<file path="src/sv/escape_time_fractal_periodicity_defines.svh">
// assertion macros shared by the escape-time fractal block
`ifndef ESCAPE_TIME_FRACTAL_PERIODICITY_DEFINES_SVH
`define ESCAPE_TIME_FRACTAL_PERIODICITY_DEFINES_SVH

`ifndef NO_ASSERTIONS

// same-cycle implication
`define ASSERT_IMPLIES(label, clk, rst_n, cond, prop) \
	label: assert property (@(posedge clk) disable iff (!rst_n) (cond) |-> (prop)) \
		else $error("assertion failed");

// next-cycle implication
`define ASSERT_NEXT(label, clk, rst_n, cond, prop) \
	label: assert property (@(posedge clk) disable iff (!rst_n) (cond) |=> (prop)) \
		else $error("assertion failed");

`else

`define ASSERT_IMPLIES(label, clk, rst_n, cond, prop)
`define ASSERT_NEXT(label, clk, rst_n, cond, prop)

`endif

`endif

</file>
<file path="src/sv/etfp_pkg.sv">
// types and constants of the escape-time fractal block
package etfp_pkg;

	localparam int WORD_BITS  = 32;
	localparam int FRAC_BITS  = 28;
	localparam int COUNT_BITS = 16;
	localparam int PROD_BITS  = 2 * WORD_BITS;
	localparam int CFG_INDEX_BITS = 8;

	typedef logic signed [WORD_BITS-1:0] word_t;
	typedef logic [WORD_BITS-1:0]        mag_t;
	typedef logic [PROD_BITS-1:0]        prod_t;
	typedef logic [COUNT_BITS-1:0]       count_t;
	typedef logic [CFG_INDEX_BITS-1:0]   cfg_index_t;

	typedef enum logic [1:0] {
		OUT_ESCAPED  = 2'd0,
		OUT_PERIODIC = 2'd1,
		OUT_LIMIT    = 2'd2
	} outcome_t;

	localparam cfg_index_t CFG_MODE     = cfg_index_t'(0);
	localparam cfg_index_t CFG_MAX_ITER = cfg_index_t'(1);
	localparam cfg_index_t CFG_C_REAL   = cfg_index_t'(2);
	localparam cfg_index_t CFG_C_IMAG   = cfg_index_t'(3);

	localparam count_t MAX_ITER_RESET = count_t'(256);

	// exactly 4 with 2*FRAC_BITS fraction bits
	localparam logic [PROD_BITS:0] FOUR_SQ =
		{{(PROD_BITS - 2*FRAC_BITS - 2){1'b0}}, 1'b1, {(2*FRAC_BITS + 2){1'b0}}};

	typedef struct packed {
		word_t point_real;
		word_t point_imag;
	} point_t;

	typedef struct packed {
		outcome_t outcome;
		count_t   step_index;
	} result_t;

endpackage

</file>
<file path="src/sv/etfp_mul.sv">
// shared unsigned multiplier with registered product
module etfp_mul import etfp_pkg::*; (
	input  logic  clk,
	input  mag_t  a,
	input  mag_t  b,
	output prod_t prod_q
);

	always_ff @(posedge clk) begin
		prod_q <= prod_t'(a) * prod_t'(b);
	end

endmodule

</file>
<file path="src/sv/escape_time_fractal_periodicity.sv">
// top level: escape-time iteration with periodic-orbit check
// Usage:
//   Configuration words go in on cfg_valid/cfg_ready (ready is always high)
//   with cfg_index selecting mode, iteration limit or the Julia constant.
//   Write them only while busy is low.
//   A point is taken at a clock edge with start high and busy low; busy
//   stays high until its result is out. done is high for exactly one
//   cycle with the result word on result; the receiver cannot stall it.
//   Each iteration runs through the states MSX, MSY and MXY (three
//   products on the one shared 32x32 multiplier), ESC (the escape test),
//   SCR and SCI (the real and imaginary update on one shared
//   scale-and-saturate unit), then CHK (the match test). done comes high
//   after the ESC state for an escape, after the CHK state for a match,
//   and after CHK of the last iteration when the iterations run out.
//   With an iteration limit of zero, done comes high in the cycle after the
//   start edge and the block stays ready.
//   A new point may be started in the cycle that done is high.
//   Reset drops busy and done and restores the registers to
//   Mandelbrot mode, limit 256, Julia constant zero.
`include "escape_time_fractal_periodicity_defines.svh"

module escape_time_fractal_periodicity import etfp_pkg::*; (
	input  logic       clk,
	input  logic       arst_n,
	input  logic       start,
	output logic       busy,
	input  point_t     point,
	output logic       done,
	output result_t    result,
	input  logic       cfg_valid,
	output logic       cfg_ready,
	input  cfg_index_t cfg_index,
	input  word_t      cfg_data
);

	localparam int SUM_BITS = PROD_BITS + 3;

	typedef enum logic [7:0] {
		ST_IDLE = 8'b0000_0001,
		ST_MSX  = 8'b0000_0010,
		ST_MSY  = 8'b0000_0100,
		ST_MXY  = 8'b0000_1000,
		ST_ESC  = 8'b0001_0000,
		ST_SCR  = 8'b0010_0000,
		ST_SCI  = 8'b0100_0000,
		ST_CHK  = 8'b1000_0000
	} state_t;

	function automatic mag_t mag_of(word_t v);
		return v[WORD_BITS-1] ? mag_t'(-v) : mag_t'(v);
	endfunction

	state_t  state_q;
	logic    mode_q;
	count_t  max_q;
	word_t   cr_q, ci_q;
	word_t   zx_q, zy_q, cx_q, cy_q, ox_q, oy_q;
	prod_t   sx_q, sy_q, d_q, pp_q;
	logic    rneg_q, ineg_q;
	count_t  i_q;
	logic [COUNT_BITS:0] limit_q;
	logic    done_q;
	result_t result_q;

	logic    accept;
	mag_t    xm, ym, mul_a, mul_b;
	prod_t   prod_q;
	logic [PROD_BITS:0] mag2;
	logic    escape;
	logic    match;
	count_t  i_next;
	logic [COUNT_BITS:0] half_step;

	// shared scale-and-saturate unit
	logic                      sa_neg;
	prod_t                     sa_mag;
	word_t                     sa_c;
	logic signed [PROD_BITS+1:0] sa_ext;
	logic signed [SUM_BITS-1:0]  sa_sum;
	logic                      sa_fits;
	word_t                     sa_out;

	assign accept    = (state_q == ST_IDLE) && start;
	assign busy      = (state_q != ST_IDLE);
	assign done      = done_q;
	assign result    = result_q;
	assign cfg_ready = 1'b1;

	assign xm    = mag_of(zx_q);
	assign ym    = mag_of(zy_q);
	assign mul_a = (state_q == ST_MSY) ? ym : xm;
	assign mul_b = (state_q == ST_MSX) ? xm : ym;

	etfp_mul u_mul (
		.clk    (clk),
		.a      (mul_a),
		.b      (mul_b),
		.prod_q (prod_q)
	);

	assign mag2   = {1'b0, sx_q} + {1'b0, sy_q};
	assign escape = mag2 > FOUR_SQ;
	assign match  = (zx_q == ox_q) && (zy_q == oy_q);
	assign i_next = i_q + count_t'(1);
	assign half_step = ({1'b0, i_q} + (COUNT_BITS+1)'(1)) >> 1;

	always_comb begin
		sa_neg = (state_q == ST_SCR) ? rneg_q : ineg_q;
		sa_mag = (state_q == ST_SCR) ? d_q : pp_q;
		sa_c   = (state_q == ST_SCR) ? cx_q : cy_q;
		sa_ext = sa_neg ? -$signed({2'b00, sa_mag}) : $signed({2'b00, sa_mag});
		// arithmetic shift gives the floor of the signed product
		sa_sum = SUM_BITS'(sa_ext >>> FRAC_BITS) + SUM_BITS'(sa_c);
		sa_fits = (&sa_sum[SUM_BITS-1:WORD_BITS-1]) || !(|sa_sum[SUM_BITS-1:WORD_BITS-1]);
		if (sa_fits) begin
			sa_out = word_t'(sa_sum[WORD_BITS-1:0]);
		end else if (sa_sum[SUM_BITS-1]) begin
			sa_out = {1'b1, {(WORD_BITS-1){1'b0}}};
		end else begin
			sa_out = {1'b0, {(WORD_BITS-1){1'b1}}};
		end
	end

	// configuration registers
	always_ff @(posedge clk or negedge arst_n) begin
		if (!arst_n) begin
			mode_q <= 1'b0;
			max_q  <= MAX_ITER_RESET;
			cr_q   <= '0;
			ci_q   <= '0;
		end else if (cfg_valid && cfg_ready) begin
			unique case (cfg_index)
				CFG_MODE:     mode_q <= cfg_data[0];
				CFG_MAX_ITER: max_q  <= count_t'(cfg_data[COUNT_BITS-1:0]);
				CFG_C_REAL:   cr_q   <= cfg_data;
				CFG_C_IMAG:   ci_q   <= cfg_data;
				default: ;
			endcase
		end
	end

	// sequencer and control state
	always_ff @(posedge clk or negedge arst_n) begin
		if (!arst_n) begin
			state_q <= ST_IDLE;
			done_q  <= 1'b0;
			i_q     <= '0;
			limit_q <= '0;
		end else begin
			done_q <= 1'b0;
			unique case (state_q)
				ST_IDLE: begin
					if (start) begin
						i_q     <= '0;
						limit_q <= (COUNT_BITS+1)'(2);
						if (max_q == '0) begin
							done_q <= 1'b1;
						end else begin
							state_q <= ST_MSX;
						end
					end
				end
				ST_MSX: state_q <= ST_MSY;
				ST_MSY: state_q <= ST_MXY;
				ST_MXY: state_q <= ST_ESC;
				ST_ESC: begin
					if (escape) begin
						done_q  <= 1'b1;
						state_q <= ST_IDLE;
					end else begin
						state_q <= ST_SCR;
					end
				end
				ST_SCR: state_q <= ST_SCI;
				ST_SCI: state_q <= ST_CHK;
				ST_CHK: begin
					if (match) begin
						done_q  <= 1'b1;
						state_q <= ST_IDLE;
					end else begin
						if ({1'b0, i_q} > limit_q) begin
							limit_q <= limit_q + half_step;
						end
						i_q <= i_next;
						if (i_next == max_q) begin
							done_q  <= 1'b1;
							state_q <= ST_IDLE;
						end else begin
							state_q <= ST_MSX;
						end
					end
				end
				default: state_q <= ST_IDLE;
			endcase
		end
	end

	// datapath words
	always_ff @(posedge clk or negedge arst_n) begin
		if (!arst_n) begin
			zx_q     <= '0;
			zy_q     <= '0;
			cx_q     <= '0;
			cy_q     <= '0;
			ox_q     <= '0;
			oy_q     <= '0;
			sx_q     <= '0;
			sy_q     <= '0;
			d_q      <= '0;
			pp_q     <= '0;
			rneg_q   <= 1'b0;
			ineg_q   <= 1'b0;
			result_q <= '0;
		end else begin
			if (accept) begin
				if (mode_q) begin
					zx_q <= point.point_real;
					zy_q <= point.point_imag;
					ox_q <= point.point_real;
					oy_q <= point.point_imag;
					cx_q <= cr_q;
					cy_q <= ci_q;
				end else begin
					zx_q <= '0;
					zy_q <= '0;
					ox_q <= '0;
					oy_q <= '0;
					cx_q <= point.point_real;
					cy_q <= point.point_imag;
				end
				result_q <= '{outcome: OUT_LIMIT, step_index: max_q};
			end
			if (state_q == ST_MSY) begin
				sx_q <= prod_q;
			end
			if (state_q == ST_MXY) begin
				sy_q <= prod_q;
			end
			if (state_q == ST_ESC) begin
				pp_q   <= prod_q << 1;
				rneg_q <= sx_q < sy_q;
				d_q    <= (sx_q < sy_q) ? (sy_q - sx_q) : (sx_q - sy_q);
				ineg_q <= zx_q[WORD_BITS-1] ^ zy_q[WORD_BITS-1];
				if (escape) begin
					result_q <= '{outcome: OUT_ESCAPED, step_index: i_q};
				end
			end
			if (state_q == ST_SCR) begin
				zx_q <= sa_out;
			end
			if (state_q == ST_SCI) begin
				zy_q <= sa_out;
			end
			if (state_q == ST_CHK) begin
				if (match) begin
					result_q <= '{outcome: OUT_PERIODIC, step_index: i_q};
				end else begin
					if ({1'b0, i_q} > limit_q) begin
						ox_q <= zx_q;
						oy_q <= zy_q;
					end
					if (i_next == max_q) begin
						result_q <= '{outcome: OUT_LIMIT, step_index: max_q};
					end
				end
			end
		end
	end

	`ASSERT_IMPLIES(a_esc_from_test, clk, arst_n, done_q && (result_q.outcome == OUT_ESCAPED), $past(state_q == ST_ESC))
	`ASSERT_IMPLIES(a_match_from_check, clk, arst_n, done_q && (result_q.outcome == OUT_PERIODIC), $past(state_q == ST_CHK))
	`ASSERT_NEXT(a_saved_hold, clk, arst_n, (state_q != ST_CHK) && !accept, $stable(ox_q) && $stable(oy_q))
	`ASSERT_NEXT(a_count_hold, clk, arst_n, (state_q != ST_CHK) && !accept, $stable(i_q) && $stable(limit_q))

endmodule
</file>
<file path="config.mk">
export PLATFORM = sky130hd
export DESIGN_NAME = escape_time_fractal_periodicity
export DESIGN_NICKNAME = d
export VERILOG_FILES = /design/src/sv/etfp_pkg.sv /design/src/sv/etfp_mul.sv /design/src/sv/escape_time_fractal_periodicity.sv
export VERILOG_INCLUDE_DIRS = /design/src /design/src/sv
export SDC_FILE = /design/constraint.sdc
export NUM_CORES = 2
export LEC_CHECK = 0
export BUFFER_PORTS_ARGS = -buffer_cell sky130_fd_sc_hd__buf_4
export CAP_MARGIN = 25
export CORE_MARGIN = 5
export CORE_UTILIZATION = 40
export CTS_CLUSTER_SIZE = 20
export DETAILED_ROUTE_END_ITERATION = 10
export PLACE_DENSITY = 0.54
export SYNTH_ARGS = -nofsm -noshare
export SYNTH_HDL_FRONTEND = slang
export SYNTH_HIERARCHICAL = 1
export SYNTH_SLANG_ARGS = --single-unit
export TNS_END_PERCENT = 20
</file>
<file path="constraint.sdc">
create_clock -name clk -period 9.9 [get_ports clk]
set_clock_uncertainty 0.2 [all_clocks]
set_input_delay 1.98 -clock clk [delete_from_list [all_inputs] [get_ports clk]]
set_output_delay 1.98 -clock clk [all_outputs]
set_load 0.01 [all_outputs]
</file>
# After elaboration in Yosys (flattened, before gate mapping)
# Cells that the tools add are included.
# word_totals
reg_bits	654
output_inout_bits	21
wordCells	127
# op_classes
n_addsub	10
mul	1
magnitude_cmp	3
eq_ne	19
n_mux	52
bitwise	1
n_reduce_logical	18
# op_table
op	n
two-way mux 32 bit	23
two-way mux 64 bit	2
subtractor 64 bit	2
two-way mux 18 bit	6
two-way mux 66 bit	1
negator 64 -> 66 bit	1
adder 64 x 64 -> 65 bit	1
> comparator 65 x 59 -> 1 bit (second input constant)	1
equality test 32 bit	2
less-than comparator 64 bit	1
multiplier 32 x 32 -> 64 bit	1
negator 32 bit	2
one-hot mux 8 bit (8 select lines)	1
two-way mux 17 bit	3
adder 38 x 32 -> 39 bit	1
AND reduction 36 bit	1
OR reduction 36 bit	1
one-hot mux 17 bit (2 select lines)	1
two-way mux 16 bit	2
one-hot mux 16 bit (2 select lines)	1
equality test 8 x 2 -> 1 bit (second input constant)	3
adder 16 x 1 -> 17 bit (second input constant)	1
adder 17 x 16 -> 17 bit	1
> comparator 16 x 17 -> 1 bit	1
27 further kinds	44

# Longest topological paths before layout
# depth
word_depth	10
mapped_depth	41

# Cells and area by module
# The synthesis kept the hierarchy.
# by_module_without_submodules
module	n_inst	cells_each	area_per_inst_um2	seq_area_each_um2
escape_time_fractal_periodicity	1	5240	44372.6	14766.7
etfp_mul	1	3742	34413.0	1281.2

# Worst setup path before layout
# Ideal clock, no wire load.
# synth_timing
kind	register to register
from	reg zy_q[2]
to	reg u_mul.prod_q[63]
setup_time_ns	0.091
arrival_time_ns	10.016
setup_slack_ns	-0.407
path_stages_with_launch	38
period_less_slack_ns	10.307
path_cell_list	dfrtp_1 > clkbuf_1 > nor3_1 > nand3_1 > or3_1 > or4_1 > or3_1 > or3_1 > or4_1 > o31ai_1 > xor2_1 > mux2i_1 > clkbuf_1 > nand2_1 > fa_1 > inv_1 > fa_1 > inv_1 > (+2 left out) > fa_1 > fa_1 > fa_1 > fa_1 > inv_1 > fa_1 > inv_1 > ha_1 > clkbuf_1 > nand2_1 > nor2_1 > a221o_1 > a211o_1 > a21oi_1 > o41ai_4 > a31oi_2 > nor3_1 > a311oi_1
# synth_via
elab_chain_cells	4
# synth_lines
item	line	source
from (decl)	escape_time_fractal_periodicity.sv:57	word_t zx_q, zy_q, cx_q, cy_q, ox_q, oy_q;
from (signal assigned)	escape_time_fractal_periodicity.sv:218	zy_q <= point.point_imag;
from (signal assigned)	escape_time_fractal_periodicity.sv:252	zy_q <= sa_out;
negator 32 bit	escape_time_fractal_periodicity.sv:50	return v[WORD_BITS-1] ? mag_t'(-v) : mag_t'(v);
two-way mux 32 bit	escape_time_fractal_periodicity.sv:50	
two-way mux 32 bit	escape_time_fractal_periodicity.sv:91	assign mul_a = (state_q == ST_MSY) ? ym : xm;
via mul_a[25]	escape_time_fractal_periodicity.sv:66	mag_t xm, ym, mul_a, mul_b;
multiplier 32 x 32 -> 64 bit	etfp_mul.sv:10	prod_q <= prod_t'(a) * prod_t'(b);
to (signal assigned)	etfp_mul.sv:10	
to (decl)	etfp_mul.sv:6	output prod_t prod_q
# The timed path passes the listed nets, and every way through them passes these cells.
# A chain may end at the register's enable or synchronous reset.

# Final worst setup path
# layout_timing
from	reg zy_q[4]
to	reg u_mul.prod_q[62]
# The elaborated chain is that of the path after synthesis.

==> results.cfg <==
[clock_network]
clk_pin_slew_ps = 60
postCtsHoldBufs = 0
clk_path_buf_depth = 3
cts_inserted_buffers = 75
worstSkewPairLatency_ps = 660
h-tree-depth = 3
clock_sinks = 654
cts-root-buf = clkbuf_16
cts_tree = yes

[setup_path]
start_kind = register
critPathArrivalTime_ps = 10840
timing.critical_path.to_type = register
critical-path-max-stage-delay_ps = 600
required_ps = 10290
critPathMostFrequentCell = fa_1
timing.critical_path.slowest_stage_cell = o21ai_0
critical_path_peak_fanout = 7
critical_path_class = reg2reg

[logic_synthesis]
synth.lib_cells_used.distinct = 109
synth_edf_count = 0
postSynthCellCount = 8982
post_synth_main_area_contributors = fa_1 (23%), dfrtp_1 (19%), ha_1 (8.4%)
synth_seq_cells = 654
synth-seq-area-share_pct = 20.37
synthesis.nets = 10520
syn_area_mm2 = 0.07879
async_flop_share_pct = 90.21
synth_most_common_cell = inv_1
synth_ff_type = dfrtp_1
yosys-top-cells-count = inv_1 (1,115), nand2_1 (1,080), fa_1 (901)
post-synth-top-area-cell = fa_1
mean_instance_size_in_the_synthesized_netlist_um2 = 8.771
post-synth-top-area-fraction_pct = 22.89
ys_warn_count = 6

[global_route]
pin_count_of_the_biggest_net_entering_global_routing = 127
grt_first_pass_wirelength_mm = 440.2
antenna_found_initial = 7
first_global_vias = 69260
globalRoute.totalOverflow = 0
grt_usage_pct = 27.86

[pwr]
clkPwrFrac_pct = 30.1
power.net_switching_mw = 3.938
p_per_area_mw_per_mm2 = 112.9
ir_drop_worst_vdd_mv = 0.1298
p_leak_nw = 43.27
sw_frac_of_total_pct = 38.46
power_frac_comb_pct = 37.6
cell_internal_pwr_mw = 6.300
share_of_total_power_in_sequential_cells_pct = 32.3

[run]
max-cap-violations = 0

[detailed_routing]
vias = 67240
detail_route.drc_violations = 0
drt_first_pass_iters = 5
wire_per_inst_um = 24.24
drt_antenna_net_count = 0
post_dr_vias_cell = 5.619
wl_mm = 290.0
drt_iter0_drc = 4771

[sta]
report.final.setup_viol = 32
rsz0062_at_grt = true
tightestPinTransition_ps = 1057
max_slew_vio_count = 0
clock.fmax_ghz = 0.09569
final_min_period_over_clock_period_pct = 105.6
setup_ws_ps = -551.0
report.final.hold_viol_count = 0
period_minus_slack_ps = 10450
maxSlewHeadroom_pct = 28.93
worst_hold_margin_ps = 277.1
setup_total_negative_slack_ps = -9267

[die]
floorplan.die.height_um = 453.8
initial_utilization_pct = 40.07
fp.coreArea_mm2 = 0.1966
overall_die_width_um = 453.8
floorplan.io_pins = 129
rows = 163
die_area_mm2 = 0.2059

[place]
buffer_ports.inserted = 127
place_area_mm2 = 0.08668
gpl.final_weighted_congestion = 0.9934
final_hpwl_from_detailed_placement_mm = 231.6
dpl_worst_slack_ps = -1064

[status]
outcome = finished, violations left
violations = negative setup slack

[final_layout]
post_route_cells_drive_above_1_share_pct = 14.25
area_delta_synth_final_pct = 15.15
finish.instance_area_mm2 = 0.09072
finalNetCount = 10800
finalCoreUtilization_pct = 46.14

[hold_path]
hold_path.class = reg2reg
[worst max-delay path, delay by kind of cell (launching register included)]
family / cells / cell delay [ps]
flops: 1 / 380
mux: 1 / 390
fa+ha+maj: 9 / 4120
buf+inv: 6 / 810
xor+xnor: 2 / 310
simple gates: 10 / 2850
compound gates: 5 / 1290
[power groups by stage]
stage | registers, mW | clock network, mW | logic (mW)
global placement | 3.33 | 0 | 3.56
finish | 3.31 | 3.08 | 3.85
floorplan | 3.25 | 0 | 2.01
CTS | 3.30 | 3.14 | 3.69
detailed placement | 3.34 | 0 | 3.60
global route | 3.35 | 3.24 | 4.10
[flip-flops by register name, indices dropped and copies added (netlist names), 63 cells and up]
| name | cells |
|---|---|
| pp_q | 63 |
| sx_q | 64 |
| sy_q | 64 |
| u_mul/prod_q | 64 |
| d_q | 64 |
[kinds of logic after synthesis]
family | synth area share, %
buffers and inverters | 8.091
and+or+nand+nor | 16.51
adders and majority gates | 31.28
xor gates and xnor gates | 4.135
other | 0.004760
muxes | 5.031
DFF | 20.37
AOI/OAI and AO/OA | 14.58
[path summary, 6_finish.rpt]
path,startpoint,endpoint,slack [ps],cells after the start
min in group asynchronous,arst_n,sy_q[60],1050,1
worst min register to register,cy_q[31],cy_q[31],280,2
worst max register to register,zy_q[4],u_mul/prod_q[62],-550,33
worst min-delay path,cy_q[31],cy_q[31],280,2
worst max-delay path,zy_q[4],u_mul/prod_q[62],-550,33
max in group asynchronous,arst_n,i_q[5],6380,3
[layout by cell type, fill, tap and decap left out, types with 55 or more instances in the layout]
cell type and n:
dfrtp_1 587, o31ai_1 62, xor2_1 131, nand4_1 107
a211oi_1 92, xnor2_1 228, nor2_1 357, a221oi_1 76
buf_4 665, a21o_1 96, buf_12 55, inv_1 1103
nand3_1 68, mux2i_1 164, nor3_1 99, nand2_1 1066
o21ai_0 479, dfxtp_1 64, and2_1 612, o21bai_1 85
ha_1 512, fa_1 886, a22oi_1 70, nor4_1 97
a21oi_1 482, clkbuf_16 81, mux2_2 151
[layer usage]
layer	vias to the layer above	global-route usage, %	routed length, µm
li1	30200	-	-
met1	34430	37.67	125200
met2	2136	45.69	136100
met3	469	2.923	14390
met4	0	11.72	14370
met5	-	0	0
[metrics by stage]
step / total power, mW / cells
CTS: 10.12 / 11940
global placement: 6.896 / 11780
floorplan: 5.263 / 8982
finish: 10.24 / 11970
detailed placement: 6.940 / 11780
global route: 10.69 / 11960
[final cells by class]
type,instances,area [µm²]
fillers,19370,105900
well taps,2640,3303
diodes,7,17.52
inverters,1128,4244
multi-input cells,6653,57950
repair buffers,746,6462
clock buffers,98,2168
flip-flops and latches,654,16050
clock inverters,40,525.5
[what timing repair did]
| action | 4_1_cts | 5_1_grt |
|---|---|---|
| setup endpoints to repair | 37 | 37 |
| resized for setup | 86 | 100 |
| buffers inserted | 18 | 19 |
| cloned | 0 | 2 |
| pin swaps | 30 | 54 |
(Power assumes the default switching activity.)
